`config.mk`:
```
export PLATFORM = sky130hd
export DESIGN_NAME = co2_sensor_frame_decoder_unit_flat
export DESIGN_NICKNAME = d
export VERILOG_FILES = /design/src/design/co2fd_pkg.sv /design/src/design/co2fd_ifs.sv /design/src/design/co2_sensor_frame_decoder_unit.sv /design/src/design/co2fd_frame.sv /design/src/design/co2fd_conv.sv /design/src/flat_wrapper.sv
export SDC_FILE = /design/constraint.sdc
export NUM_CORES = 1
export LEC_CHECK = 0
export BUFFER_PORTS_ARGS = -buffer_cell sky130_fd_sc_hd__buf_2
export CORE_MARGIN = 2
export CORE_UTILIZATION = 36
export CTS_CLUSTER_DIAMETER = 40
export DETAILED_ROUTE_END_ITERATION = 16
export HOLD_SLACK_MARGIN = 0.1
export PLACE_DENSITY = 0.58
export SLEW_MARGIN = 20
export SYNTH_ARGS = -nofsm -noshare
export SYNTH_HDL_FRONTEND = slang
export SYNTH_SLANG_ARGS = --single-unit
```
`constraint.sdc`:
```
create_clock -name clk -period 8.6 [get_ports clk]
set_clock_uncertainty 0.1 [all_clocks]
set_input_delay 0.86 -clock clk [delete_from_list [all_inputs] [get_ports clk]]
set_output_delay 0.86 -clock clk [all_outputs]
set_load 0.01 [all_outputs]
```
`src/design/co2fd_pkg.sv`:
```
`timescale 1ns / 1ps
`default_nettype none

package co2fd_pkg;

  // CRC-8 parameters of the sensor words.
  localparam logic [7:0] CRC_INIT = 8'hFF;
  localparam logic [7:0] CRC_POLY = 8'h31;

  // Position of the last byte of a frame for each read kind.
  localparam logic [3:0] POS_LAST_MEAS   = 4'd8;
  localparam logic [3:0] POS_LAST_STATUS = 4'd2;

  // Byte positions that complete the first and second data word.
  localparam logic [3:0] POS_WORD0_LOW = 4'd1;
  localparam logic [3:0] POS_WORD1_LOW = 4'd4;

  // Read kind codes.
  localparam logic KIND_MEAS   = 1'b0;
  localparam logic KIND_STATUS = 1'b1;

  // Conversion constants.
  localparam logic [15:0] READY_MASK  = 16'h07FF;
  localparam logic [30:0] TEMP_SCALE  = 31'd17500;
  localparam logic [30:0] RH_SCALE    = 31'd10000;
  localparam logic [30:0] ROUND_BIAS  = 31'd32767;
  localparam logic [15:0] TEMP_OFFSET = 16'd4500;
  localparam logic [31:0] FULL_SCALE  = 32'd65535;

  // Role of a byte inside its three-byte word group.
  typedef enum logic [1:0] {
    SLOT_HIGH = 2'd0,
    SLOT_LOW  = 2'd1,
    SLOT_CRC  = 2'd2
  } slot_t;

  // Frame result handed from the parser to the conversion pipeline.
  typedef struct packed {
    logic        crc_err;
    logic        kind;
    logic [15:0] word0;
    logic [15:0] word1;
    logic [15:0] cur_word;
  } frame_res_t;

  // One CRC-8 update over a full byte, MSB first.
  function automatic logic [7:0] crc8_byte(input logic [7:0] crc, input logic [7:0] data);
    logic [7:0] c;
    c = crc ^ data;
    for (int i = 0; i < 8; i++) begin
      c = c[7] ? ((c << 1) ^ CRC_POLY) : (c << 1);
    end
    return c;
  endfunction

  // Floor division by 65535 for values below 2^31: a shifted estimate that is
  // at most one low, followed by one remainder compare and increment.
  function automatic logic [14:0] div_by_65535(input logic [30:0] x);
    logic [31:0] sum;
    logic [15:0] q0;
    logic [31:0] rem;
    sum = {1'b0, x} + {17'b0, x[30:16]};
    q0  = sum[31:16];
    rem = {1'b0, x} + {16'b0, q0} - {q0, 16'b0};
    if (rem >= FULL_SCALE) begin
      q0 = q0 + 16'd1;
    end
    return q0[14:0];
  endfunction

endpackage

`default_nettype wire

```
`src/design/co2fd_ifs.sv`:
```
`timescale 1ns / 1ps
`default_nettype none

// Received byte channel.
interface co2fd_in_if;
  logic       valid;
  logic       ready;
  logic [7:0] rx_byte;
  logic       frame_start;

  modport source (output valid, output rx_byte, output frame_start, input ready);
  modport sink (input valid, input rx_byte, input frame_start, output ready);
endinterface

// Decoded frame result channel.
interface co2fd_out_if;
  logic               valid;
  logic               ready;
  logic               frame_status;
  logic [15:0]        co2_ppm;
  logic signed [14:0] temp_centi;
  logic [13:0]        rh_centi;
  logic               data_ready;

  modport source (output valid, output frame_status, output co2_ppm, output temp_centi,
                  output rh_centi, output data_ready, input ready);
  modport sink (input valid, input frame_status, input co2_ppm, input temp_centi,
                input rh_centi, input data_ready, output ready);
endinterface

// Configuration write channel for the read kind register.
interface co2fd_cfg_if;
  logic valid;
  logic ready;
  logic read_kind;

  modport source (output valid, output read_kind, input ready);
  modport sink (input valid, input read_kind, output ready);
endinterface

`default_nettype wire

```
`src/design/co2_sensor_frame_decoder_unit.sv`:
```
// out_valid follows the last byte of a frame through the frame result register
// (loaded when that byte is accepted), then the scale multiply, then divide and output.
// One byte is taken per cycle while the frame result register is empty or being drained;
// a frame gives one result per 9 bytes (measurement) or per 3 bytes (status). The configuration port is always ready.
// Reset (rst_n low, synchronous): frame position 0, CRC 0xFF, error flag and
// read kind cleared, all pipeline stages empty.
`timescale 1ns / 1ps
`default_nettype none

module co2_sensor_frame_decoder_unit (
  input  wire logic    clk,
  input  wire logic    rst_n,
  co2fd_in_if.sink     in_ch,
  co2fd_out_if.source  out_ch,
  co2fd_cfg_if.sink    cfg_ch
);

  logic                  read_kind_r;
  logic                  res_valid;
  logic                  res_ready;
  co2fd_pkg::frame_res_t res;

  // Read kind register, writable at any cycle.
  assign cfg_ch.ready = 1'b1;

  always_ff @(posedge clk) begin
    if (!rst_n) begin
      read_kind_r <= co2fd_pkg::KIND_MEAS;
    end else if (cfg_ch.valid) begin
      read_kind_r <= cfg_ch.read_kind;
    end
  end

  // Byte parser and CRC check.
  co2fd_frame u_frame (
    .clk         (clk),
    .rst_n       (rst_n),
    .read_kind   (read_kind_r),
    .in_valid    (in_ch.valid),
    .in_ready    (in_ch.ready),
    .rx_byte     (in_ch.rx_byte),
    .frame_start (in_ch.frame_start),
    .res_valid   (res_valid),
    .res         (res),
    .res_ready   (res_ready)
  );

  // Unit conversion pipeline.
  co2fd_conv u_conv (
    .clk          (clk),
    .rst_n        (rst_n),
    .res_valid    (res_valid),
    .res_ready    (res_ready),
    .res          (res),
    .out_valid    (out_ch.valid),
    .out_ready    (out_ch.ready),
    .frame_status (out_ch.frame_status),
    .co2_ppm      (out_ch.co2_ppm),
    .temp_centi   (out_ch.temp_centi),
    .rh_centi     (out_ch.rh_centi),
    .data_ready   (out_ch.data_ready)
  );

endmodule

`default_nettype wire

```
`src/design/co2fd_frame.sv`:
```
`timescale 1ns / 1ps
`default_nettype none

module co2fd_frame (
  input  wire logic                 clk,
  input  wire logic                 rst_n,
  input  wire logic                 read_kind,
  input  wire logic                 in_valid,
  output logic                      in_ready,
  input  wire logic [7:0]           rx_byte,
  input  wire logic                 frame_start,
  output logic                      res_valid,
  output co2fd_pkg::frame_res_t     res,
  input  wire logic                 res_ready
);

  logic [3:0]            pos_r, pos_nxt;
  logic [7:0]            crc_r, crc_nxt;
  logic                  err_r, err_nxt;
  logic [7:0]            high_r;
  logic [7:0]            low_r;
  logic [15:0]           word0_r;
  logic [15:0]           word1_r;
  logic                  res_valid_r;
  co2fd_pkg::frame_res_t res_r;

  logic [3:0]            last_pos;
  logic [3:0]            p;
  logic [7:0]            crc_base;
  logic                  err_base;
  logic                  is_last;
  logic                  accept;
  co2fd_pkg::slot_t      slot;

  // The result register takes a new item whenever it is empty or being drained.
  assign in_ready = !res_valid_r || res_ready;
  assign accept   = in_valid && in_ready;

  // Position of this byte, with restart on frame start or an out-of-range position.
  always_comb begin
    last_pos = (read_kind == co2fd_pkg::KIND_STATUS) ? co2fd_pkg::POS_LAST_STATUS
                                                      : co2fd_pkg::POS_LAST_MEAS;
    p = frame_start ? 4'd0 : pos_r;
    if (p > last_pos) begin
      p = 4'd0;
    end
    crc_base = (p == 4'd0) ? co2fd_pkg::CRC_INIT : crc_r;
    err_base = (p == 4'd0) ? 1'b0 : err_r;
    is_last  = (p == last_pos);
  end

  // Role of the byte within its word group.
  always_comb begin
    unique case (p)
      4'd0, 4'd3, 4'd6: slot = co2fd_pkg::SLOT_HIGH;
      4'd1, 4'd4, 4'd7: slot = co2fd_pkg::SLOT_LOW;
      default:          slot = co2fd_pkg::SLOT_CRC;
    endcase
  end

  // CRC and error flag update.
  always_comb begin
    crc_nxt = crc_base;
    err_nxt = err_base;
    unique case (slot)
      co2fd_pkg::SLOT_HIGH,
      co2fd_pkg::SLOT_LOW: begin
        crc_nxt = co2fd_pkg::crc8_byte(crc_base, rx_byte);
      end
      default: begin
        err_nxt = err_base | (crc_base != rx_byte);
        crc_nxt = co2fd_pkg::CRC_INIT;
      end
    endcase
    pos_nxt = is_last ? 4'd0 : p + 4'd1;
  end

  // Parser state.
  always_ff @(posedge clk) begin
    if (!rst_n) begin
      pos_r <= 4'd0;
      crc_r <= co2fd_pkg::CRC_INIT;
      err_r <= 1'b0;
    end else if (accept) begin
      pos_r <= pos_nxt;
      crc_r <= crc_nxt;
      err_r <= err_nxt;
    end
  end

  // Data byte and word storage.
  always_ff @(posedge clk) begin
    if (accept) begin
      if (slot == co2fd_pkg::SLOT_HIGH) begin
        high_r <= rx_byte;
      end
      if (slot == co2fd_pkg::SLOT_LOW) begin
        low_r <= rx_byte;
      end
      if (p == co2fd_pkg::POS_WORD0_LOW) begin
        word0_r <= {high_r, rx_byte};
      end
      if (p == co2fd_pkg::POS_WORD1_LOW) begin
        word1_r <= {high_r, rx_byte};
      end
    end
  end

  // Frame result register, loaded on the last byte of a frame.
  always_ff @(posedge clk) begin
    if (!rst_n) begin
      res_valid_r <= 1'b0;
    end else if (in_ready) begin
      res_valid_r <= in_valid && is_last;
    end
  end

  always_ff @(posedge clk) begin
    if (accept && is_last) begin
      res_r.crc_err  <= err_nxt;
      res_r.kind     <= read_kind;
      res_r.word0    <= word0_r;
      res_r.word1    <= word1_r;
      res_r.cur_word <= {high_r, low_r};
    end
  end

  assign res_valid = res_valid_r;
  assign res       = res_r;

endmodule

`default_nettype wire

```
`src/design/co2fd_conv.sv`:
```
`timescale 1ns / 1ps
`default_nettype none

module co2fd_conv (
  input  wire logic                  clk,
  input  wire logic                  rst_n,
  input  wire logic                  res_valid,
  output logic                       res_ready,
  input  wire co2fd_pkg::frame_res_t res,
  output logic                       out_valid,
  input  wire logic                  out_ready,
  output logic                       frame_status,
  output logic [15:0]                co2_ppm,
  output logic signed [14:0]         temp_centi,
  output logic [13:0]                rh_centi,
  output logic                       data_ready
);

  // Multiply stage.
  logic        mul_valid_r;
  logic        mul_err_r;
  logic        mul_meas_r;
  logic        mul_rdy_r;
  logic [15:0] mul_co2_r;
  logic [30:0] t_num_r;
  logic [30:0] h_num_r;

  // Output stage.
  logic               out_valid_r;
  logic               status_r;
  logic [15:0]        co2_r;
  logic signed [14:0] temp_r;
  logic [13:0]        rh_r;
  logic               rdy_r;

  logic        out_free;
  logic        mul_free;
  logic        meas_ok;
  logic [14:0] t_quot;
  logic [14:0] h_quot;
  logic [15:0] t_diff;

  assign out_free  = !out_valid_r || out_ready;
  assign mul_free  = !mul_valid_r || out_free;
  assign res_ready = mul_free;
  assign meas_ok   = !res.crc_err && (res.kind == co2fd_pkg::KIND_MEAS);

  // Scale products with the rounding bias folded in.
  always_ff @(posedge clk) begin
    if (!rst_n) begin
      mul_valid_r <= 1'b0;
    end else if (mul_free) begin
      mul_valid_r <= res_valid;
    end
  end

  always_ff @(posedge clk) begin
    if (mul_free && res_valid) begin
      mul_err_r  <= res.crc_err;
      mul_meas_r <= meas_ok;
      mul_rdy_r  <= !res.crc_err && (res.kind == co2fd_pkg::KIND_STATUS) &&
                    ((res.cur_word & co2fd_pkg::READY_MASK) != 16'd0);
      mul_co2_r  <= meas_ok ? res.word0 : 16'd0;
      t_num_r    <= {15'd0, res.word1} * co2fd_pkg::TEMP_SCALE + co2fd_pkg::ROUND_BIAS;
      h_num_r    <= {15'd0, res.cur_word} * co2fd_pkg::RH_SCALE + co2fd_pkg::ROUND_BIAS;
    end
  end

  // Division by full scale and temperature offset.
  always_comb begin
    t_quot = co2fd_pkg::div_by_65535(t_num_r);
    h_quot = co2fd_pkg::div_by_65535(h_num_r);
    t_diff = {1'b0, t_quot} - co2fd_pkg::TEMP_OFFSET;
  end

  always_ff @(posedge clk) begin
    if (!rst_n) begin
      out_valid_r <= 1'b0;
    end else if (out_free) begin
      out_valid_r <= mul_valid_r;
    end
  end

  always_ff @(posedge clk) begin
    if (out_free && mul_valid_r) begin
      status_r <= mul_err_r;
      co2_r    <= mul_co2_r;
      temp_r   <= mul_meas_r ? $signed(t_diff[14:0]) : 15'sd0;
      rh_r     <= mul_meas_r ? h_quot[13:0] : 14'd0;
      rdy_r    <= mul_rdy_r;
    end
  end

  assign out_valid    = out_valid_r;
  assign frame_status = status_r;
  assign co2_ppm      = co2_r;
  assign temp_centi   = temp_r;
  assign rh_centi     = rh_r;
  assign data_ready   = rdy_r;

endmodule

`default_nettype wire

```
`src/flat_wrapper.sv`:
```
// flat-port wrapper written by rule: the top's interface ports become plain ports
module co2_sensor_frame_decoder_unit_flat 
  (clk, rst_n, in_ch_valid, in_ch_rx_byte, in_ch_frame_start, in_ch_ready, out_ch_valid, out_ch_frame_status, out_ch_co2_ppm, out_ch_temp_centi, out_ch_rh_centi, out_ch_data_ready, out_ch_ready, cfg_ch_valid, cfg_ch_read_kind, cfg_ch_ready);
  co2fd_in_if in_ch_i ();
  co2fd_out_if out_ch_i ();
  co2fd_cfg_if cfg_ch_i ();
  input  wire logic clk;
  input  wire logic rst_n;
  input wire logic [$bits(in_ch_i.valid)-1:0] in_ch_valid;
  input wire logic [$bits(in_ch_i.rx_byte)-1:0] in_ch_rx_byte;
  input wire logic [$bits(in_ch_i.frame_start)-1:0] in_ch_frame_start;
  output wire logic [$bits(in_ch_i.ready)-1:0] in_ch_ready;
  output wire logic [$bits(out_ch_i.valid)-1:0] out_ch_valid;
  output wire logic [$bits(out_ch_i.frame_status)-1:0] out_ch_frame_status;
  output wire logic [$bits(out_ch_i.co2_ppm)-1:0] out_ch_co2_ppm;
  output wire logic [$bits(out_ch_i.temp_centi)-1:0] out_ch_temp_centi;
  output wire logic [$bits(out_ch_i.rh_centi)-1:0] out_ch_rh_centi;
  output wire logic [$bits(out_ch_i.data_ready)-1:0] out_ch_data_ready;
  input wire logic [$bits(out_ch_i.ready)-1:0] out_ch_ready;
  input wire logic [$bits(cfg_ch_i.valid)-1:0] cfg_ch_valid;
  input wire logic [$bits(cfg_ch_i.read_kind)-1:0] cfg_ch_read_kind;
  output wire logic [$bits(cfg_ch_i.ready)-1:0] cfg_ch_ready;
  assign in_ch_i.valid = in_ch_valid;
  assign in_ch_i.rx_byte = in_ch_rx_byte;
  assign in_ch_i.frame_start = in_ch_frame_start;
  assign in_ch_ready = in_ch_i.ready;
  assign out_ch_valid = out_ch_i.valid;
  assign out_ch_frame_status = out_ch_i.frame_status;
  assign out_ch_co2_ppm = out_ch_i.co2_ppm;
  assign out_ch_temp_centi = out_ch_i.temp_centi;
  assign out_ch_rh_centi = out_ch_i.rh_centi;
  assign out_ch_data_ready = out_ch_i.data_ready;
  assign out_ch_i.ready = out_ch_ready;
  assign cfg_ch_i.valid = cfg_ch_valid;
  assign cfg_ch_i.read_kind = cfg_ch_read_kind;
  assign cfg_ch_ready = cfg_ch_i.ready;
  co2_sensor_frame_decoder_unit u_core (.clk(clk), .rst_n(rst_n), .in_ch(in_ch_i), .out_ch(out_ch_i), .cfg_ch(cfg_ch_i));
endmodule
```
==> run_results.csv, run 1 <==
group,metric,value,unit
global_route,track_usage,0.166,
layout,final_cells,3228,
critical_path,max_stage_delay,0.56,ns
layout,fillCellCount,6056,
clocking,tritoncts,"yes",
sta,timing.final.ws_setup,0.603,ns
sta,period_minus_slack,8.00,ns
detailed_routing,vias,16379,
clocking,clock_latency,0.54,ns
synthesis,syn_area,22500,sq um
die,die_h,254,um
synthesis,synth_seq_area_share,0.308,
critical_path,crit_type,"reg -> reg",
run_status,outcome,"completed",
clocking,clock_sinks,237,
critical_path,crit_top_cell,"ha_1",
global_route,grt_pass1_vias,16539,
global_route,grt_max_degree,64,
placed_design,io_buffers,63,
detailed_routing,wl_per_cell,16.3,um
die,io_pins,65,
sta,worst_pin_slew,1.08,ns
pwr,p_leak,11.3,nW
pwr,power.total,2.82,mW
layout,area_growth,10.8,%
die,num_rows,91,
pwr,switchingPower,0.647,mW
layout,drive_gt1_frac,0.0719,
synthesis,yosys_warnings,0,
clocking,path_clk_slew,0.06,ns
critical_path,crit_path_end_kind,"flop",
synthesis,synthFlopType,"edfxtp_1",
sta,slew_violations,0,
critical_path,worstPathArrival,8.30,ns
critical_path,crit_family,"compound AO/OA/AOI/OAI gates",
layout,antenna_cells,0,
placed_design,gp_congestion,0.904,
sta,rsz0062_at_grt,"false",
placed_design,dpl.hpwl,42600,um
global_route,grt-ovfl-total,0,
pwr,peakVddDrop,0.000135,V
critical_path,cp-start-kind,"flop",
pwr,power_density,113,nW/um^2
sta,setup_tns,0,ns
sta,fmax,0.125,GHz
critical_path,critPathMaxFanout,11,
placed_design,place_inst,3164,
synthesis,synth_edf_count,220,
pwr,p_clk_frac,0.509,
synthesis,syn_nets,2783,
critical_path,cp_slowest_cell,"or4_4",
clocking,htree_levels,2,
synthesis,syn_inst,2303,
pwr,p_int,2.18,mW
sta,setup_viol,0,
detailed_routing,wirelength,52700,um
detailed_routing,ant_nets,0,
critical_path,cp.required,8.90,ns
die,start_util,0.365,
synthesis,synthArstFlopShare,0,
critical_path,path_buf_inv,3,
sta,relSlewSlack,0.262,
clocking,clockRootBuffer,"clkbuf_16",
placed_design,pre_cts_ws,0.708,ns
layout,multi_input_area,14000,sq um
layout,utilization,0.404,
clocking,cts_hold_buffers,0,
global_route,antenna_found_initial,0,
clocking,cts-resized-gates,0,
clocking,cts_setup_buffers,0,
global_route,grt_pass1_wl,86200,um
run,maxCapViolCount,0,
sta,hold_viol_final,0,
layout,regArea,6950,sq um
clocking,cts_buffers,36,
detailed_routing,vias_per_cell,5.07,
detailed_routing,drtIter0Drc,826,
sta,fin_crit_sh,0.930,
pwr,sw_frac_of_total,0.229,
synthesis,ys_seq_elements,237,
synthesis,ys_types,93,
die,core_area,61800,sq um
clocking,cts.path.max_buffers,3,
hold_path,hp-class,"reg -> reg",
synthesis,syn_avg_cell_area,9.79,sq um
pwr,power_frac_seq,0.451,
pwr,comb_power_share,0.040,
detailed_routing,route.detailed.drc,0,
die,die_x,254,um
die,die_area,64600,sq um
layout,fin_nets,2845,
detailed_routing,firstDrtPassIters,6,
[layout by cell type (no fill, tap or decap), types with 61 or more instances in the layout]
cell,synthesis,routed
a21oi_1,108,108
buf_2,9,63
edfxtp_1,220,220
fa_1,84,84
ha_1,381,381
inv_1,381,380
nand2_1,118,118
nor2_1,121,121
o21ai_0,61,61
xnor2_1,127,127
xor2_1,61,61
[worst register-to-register path, delay by kind of cell, from the launching register on]
| family | cells | cell delay (ns) |
|---|---|---|
| AO/OA/AOI/OAI | 13 | 2.51 |
| AND/OR/NAND/NOR | 8 | 2.37 |
| XOR/XNOR | 1 | 0.38 |
| buffers and inverters | 3 | 0.31 |
| adder cells (fa/ha/maj) | 5 | 1.71 |
| flip-flops | 1 | 0.47 |
[path summary, 6_finish.rpt]
kind	from	slack [ns]	end	cells past startpoint
worst max-delay path	u_core.u_conv.t_num_r[20]	0.60	u_core.u_conv.temp_centi[14]	30
worst min-delay path	u_core.u_frame.word0_r[0]	0.31	u_core.u_frame.res[32]	0
worst max register to register	u_core.u_conv.t_num_r[20]	0.60	u_core.u_conv.temp_centi[14]	30
worst min register to register	u_core.u_frame.word0_r[0]	0.31	u_core.u_frame.res[32]	0
[stage by stage]
step           area [sq um]  hold WS (ns)
2_1_floorplan         22500         0.300
3_3_place_gp          23800         0.303
3_5_place_dp          23800         0.305
4_1_cts               25000         0.315
5_1_grt               25000         0.317
6_report              25000         0.312
[state kept, by name, summed over array words and instances (netlist names), 14 cells and up]
name                      cells
u_core.u_conv.co2_ppm        16
u_core.u_conv.mul_co2_r      16
u_core.u_conv.rh_centi       14
u_core.u_conv.temp_centi     15
u_core.u_frame.word0_r       16
u_core.u_conv.h_num_r        27
u_core.u_frame.word1_r       16
u_core.u_conv.t_num_r        29
u_core.u_frame.res           50
[cell usage after synthesis, types with 20 or more instances]
library cell / count / area [sq um]
ha_1: 381 / 4770
inv_1: 381 / 1430
edfxtp_1: 220 / 6610
xnor2_1: 127 / 1110
nor2_1: 121 / 454
nand2_1: 118 / 443
a21oi_1: 108 / 541
fa_1: 84 / 1680
o21ai_0: 61 / 305
xor2_1: 61 / 534
nand3_1: 46 / 230
a21o_1: 38 / 285
nor3_1: 37 / 185
and2_1: 33 / 206
clkbuf_1: 32 / 120
nand4_1: 31 / 194
and3_1: 28 / 175
nand2b_1: 27 / 169
o21a_1: 23 / 173
o22ai_1: 23 / 144
a211oi_1: 22 / 165
nor2b_1: 21 / 131
or3_1: 20 / 125
[power groups by stage]
stage | combinational [mW] | clock [mW] | sequential (mW)
after floorplan | 0.0891 | 0 | 1.29
after global placement | 0.111 | 0 | 1.30
after detailed placement | 0.113 | 0 | 1.30
after CTS | 0.114 | 1.47 | 1.27
after global routing | 0.128 | 1.53 | 1.27
final | 0.114 | 1.44 | 1.27
[logic make-up (layout without fill, tap and decap cells)]
| group | after synthesis | in the layout | share of synthesized area |
|---|---|---|---|
| AOI/OAI and AO/OA | 422 | 422 | 0.127 |
| xor gates and xnor gates | 188 | 188 | 0.0731 |
| adders and majority gates | 465 | 465 | 0.286 |
| buffers and inverters | 428 | 516 | 0.0728 |
| DFF | 237 | 237 | 0.308 |
| muxes | 16 | 16 | 0.00727 |
| other | 1 | 1 | 0.000166 |
| and+or+nand+nor | 546 | 546 | 0.125 |
[final cells by class]
class | count | share of cell area
Sequential cell | 237 | 0.278
Clock inverter | 22 | 0.00897
Inverter | 382 | 0.0575
Tap cell | 837 | 0.0419
Timing Repair Buffer | 70 | 0.0147
Clock buffer | 42 | 0.0391
Multi-Input combinational cell | 1638 | 0.560
[metal layers]
| metal | up-vias | wire length (um) | track usage |
|---|---|---|---|
| li1 | 8229 | - | - |
| met1 | 7767 | 26100 | 0.237 |
| met2 | 322 | 23600 | 0.266 |
| met3 | 61 | 2200 | 0.0228 |
| met4 | 0 | 836 | 0.0390 |
| met5 | - | 0 | 0 |
Note: power is estimated with default switching activity, not from simulation.
==> run 2: changes to the inputs <==
BUFFER_PORTS_ARGS = default   (was -buffer_cell sky130_fd_sc_hd__buf_2)
DONT_BUFFER_PORTS = 1   (was default)
PLACE_DENSITY = 0.57   (was 0.58)
clock period = 9.54 ns   (was 8.6 ns; I/O delays follow)
==> run 2 against run 1 <==
Net effect: final cell count down 1.9%; die area unchanged; sequential power shrank 9%; first-iteration DRC count fell by 2.2%; combinational power decreased by 18%; design area fell by 0.92%; worst hold slack improved by 0.0021 ns; largest cell class unchanged; largest power group unchanged.
==> run_results.csv, run 2 (synthesized netlist as in run 1, its figures left out) <==
group,metric,value,unit
sta,fmax,0.126,GHz
sta,period_minus_slack,7.93,ns
layout,fin_nets,2781,
placed_design,place_inst,3101,
layout,final_cells,3166,
global_route,grt_pass1_wl,86300,um
clocking,clockRootBuffer,"clkbuf_16",
pwr,power.total,2.62,mW
clocking,path_clk_slew,0.06,ns
placed_design,io_buffers,0,
placed_design,dpl.hpwl,43400,um
sta,worst_pin_slew,0.936,ns
layout,final_common_cell,"ha_1",
die,num_rows,91,
critical_path,critPathMaxFanout,11,
clocking,htree_levels,2,
run,maxCapViolCount,0,
die,die_area,64600,sq um
detailed_routing,wirelength,53200,um
sta,fin_crit_sh,0.831,
layout,fillCellCount,6044,
placed_design,gp_congestion,0.910,
layout,drive_gt1_frac,0.0481,
global_route,grt_pass1_vias,16287,
detailed_routing,route.detailed.drc,0,
layout,final_cell_area,24700,sq um
sta,setup_viol,0,
global_route,grt_max_degree,64,
layout,most-common-layout-cells,"ha_1 (381), inv_1 (380), edfxtp_1 (220), xnor2_1 (127), nor2_1 (121)",
global_route,antenna_found_initial,0,
layout,utilization,0.400,
detailed_routing,ant_nets,0,
global_route,track_usage,0.167,
die,core_area,61800,sq um
layout,regArea,6950,sq um
layout,largest_register_ff_count,50,
clocking,clock_sinks,237,
sta,slew_violations,0,
global_route,grt-ovfl-total,0,
critical_path,worstPathArrival,8.24,ns
run_status,outcome,"completed",
sta,hold_viol_final,0,
pwr,peakVddDrop,0.000150,V
die,die_x,254,um
clocking,cts-resized-gates,0,
pwr,power_density,106,nW/um^2
detailed_routing,drtIter0Drc,808,
sta,setup_tns,0,ns
clocking,cts_hold_buffers,0,
critical_path,cp-start-kind,"flop",
hold_path,hp-class,"reg -> reg",
clocking,tritoncts,"yes",
die,io_pins,65,
critical_path,cp_slowest_cell,"or4_4",
clocking,cts.path.max_buffers,3,
critical_path,crit_top_cell,"ha_1",
detailed_routing,vias_per_cell,5.16,
clocking,cts_setup_buffers,0,
clocking,cts_buffers,35,
critical_path,crit_type,"reg -> reg",
critical_path,max_stage_delay,0.56,ns
critical_path,cp.required,9.86,ns
sta,rsz0062_at_grt,"false",
layout,area_growth,9.79,%
critical_path,crit_path_end_kind,"flop",
clocking,clock_latency,0.55,ns
detailed_routing,wl_per_cell,16.8,um
die,die_h,254,um
pwr,p_leak,11.1,nW
die,start_util,0.365,
detailed_routing,vias,16345,
layout,multi_input_area,14000,sq um
detailed_routing,firstDrtPassIters,5,
placed_design,dpl_cell_area,23500,sq um
sta,relSlewSlack,0.375,
run 2: cell count changes in the layout (fill, tap and decap cells not counted), moves of 2 or more:
cell / before / now
a2111oi_1: 0 / 2
clkbuf_1: 3 / 0
bufinv_16: 1 / 5
buf_2: 63 / 0
a2111oi_0: 10 / 8
clkinv_8: 3 / 6
clkinvlp_4: 4 / 1
clkbuf_16: 38 / 35
run 2: path summary, 6_finish.rpt:
check,slack (ns),depth (start not counted),startpoint,end
setup / recovery,1.61,29,u_core.u_conv.t_num_r[24],u_core.u_conv.temp_centi[14]
hold / removal,0.31,0,u_core.u_frame.word0_r[4],u_core.u_frame.res[36]
setup reg to reg,1.61,29,u_core.u_conv.t_num_r[24],u_core.u_conv.temp_centi[14]
hold reg to reg,0.31,0,u_core.u_frame.word0_r[4],u_core.u_frame.res[36]
run 2: metrics by stage:
| step | hold WS, ns | setup WS, ns |
|---|---|---|
| after floorplan | 0.300 | 2.33 |
| after global placement | 0.302 | 1.79 |
| after detailed placement | 0.305 | 1.68 |
| after CTS | 0.315 | 1.66 |
| after global routing | 0.323 | 1.10 |
| final | 0.314 | 1.61 |
run 2: power by group:
part / switching, mW / internal [mW] / total (mW) / leakage, nW
registers: 0.00956 / 1.14 / 1.15 / 2.14
clock network: 0.534 / 0.844 / 1.38 / 0.625
logic: 0.0525 / 0.0411 / 0.0936 / 8.31
total: 0.596 / 2.02 / 2.62 / 11.1
run 2: worst max-delay path: cells and delay by family (launching register included):
family / cells / cell delay, ns
buffers and inverters: 3 / 0.36
flip-flops: 1 / 0.46
AND/OR/NAND/NOR: 8 / 2.34
adder cells (fa/ha/maj): 5 / 1.75
AO/OA/AOI/OAI: 12 / 2.47
XOR/XNOR: 1 / 0.33
run 2: layout make-up:
| class | instances | share of cell area |
|---|---|---|
| diodes | 1 | 0.000101 |
| clock buffers | 35 | 0.0354 |
| clock inverters | 29 | 0.0164 |
| inverters | 382 | 0.0579 |
| multi-input cells | 1638 | 0.565 |
| flip-flops and latches | 237 | 0.281 |
| well taps | 837 | 0.0423 |
| repair buffers | 7 | 0.00212 |
run 2: layer usage:
metal	GRT usage	part of all wire
met2	0.269	0.45
met1	0.236	0.49
met4	0.0417	0.017
met5	0	0
met3	0.0249	0.041
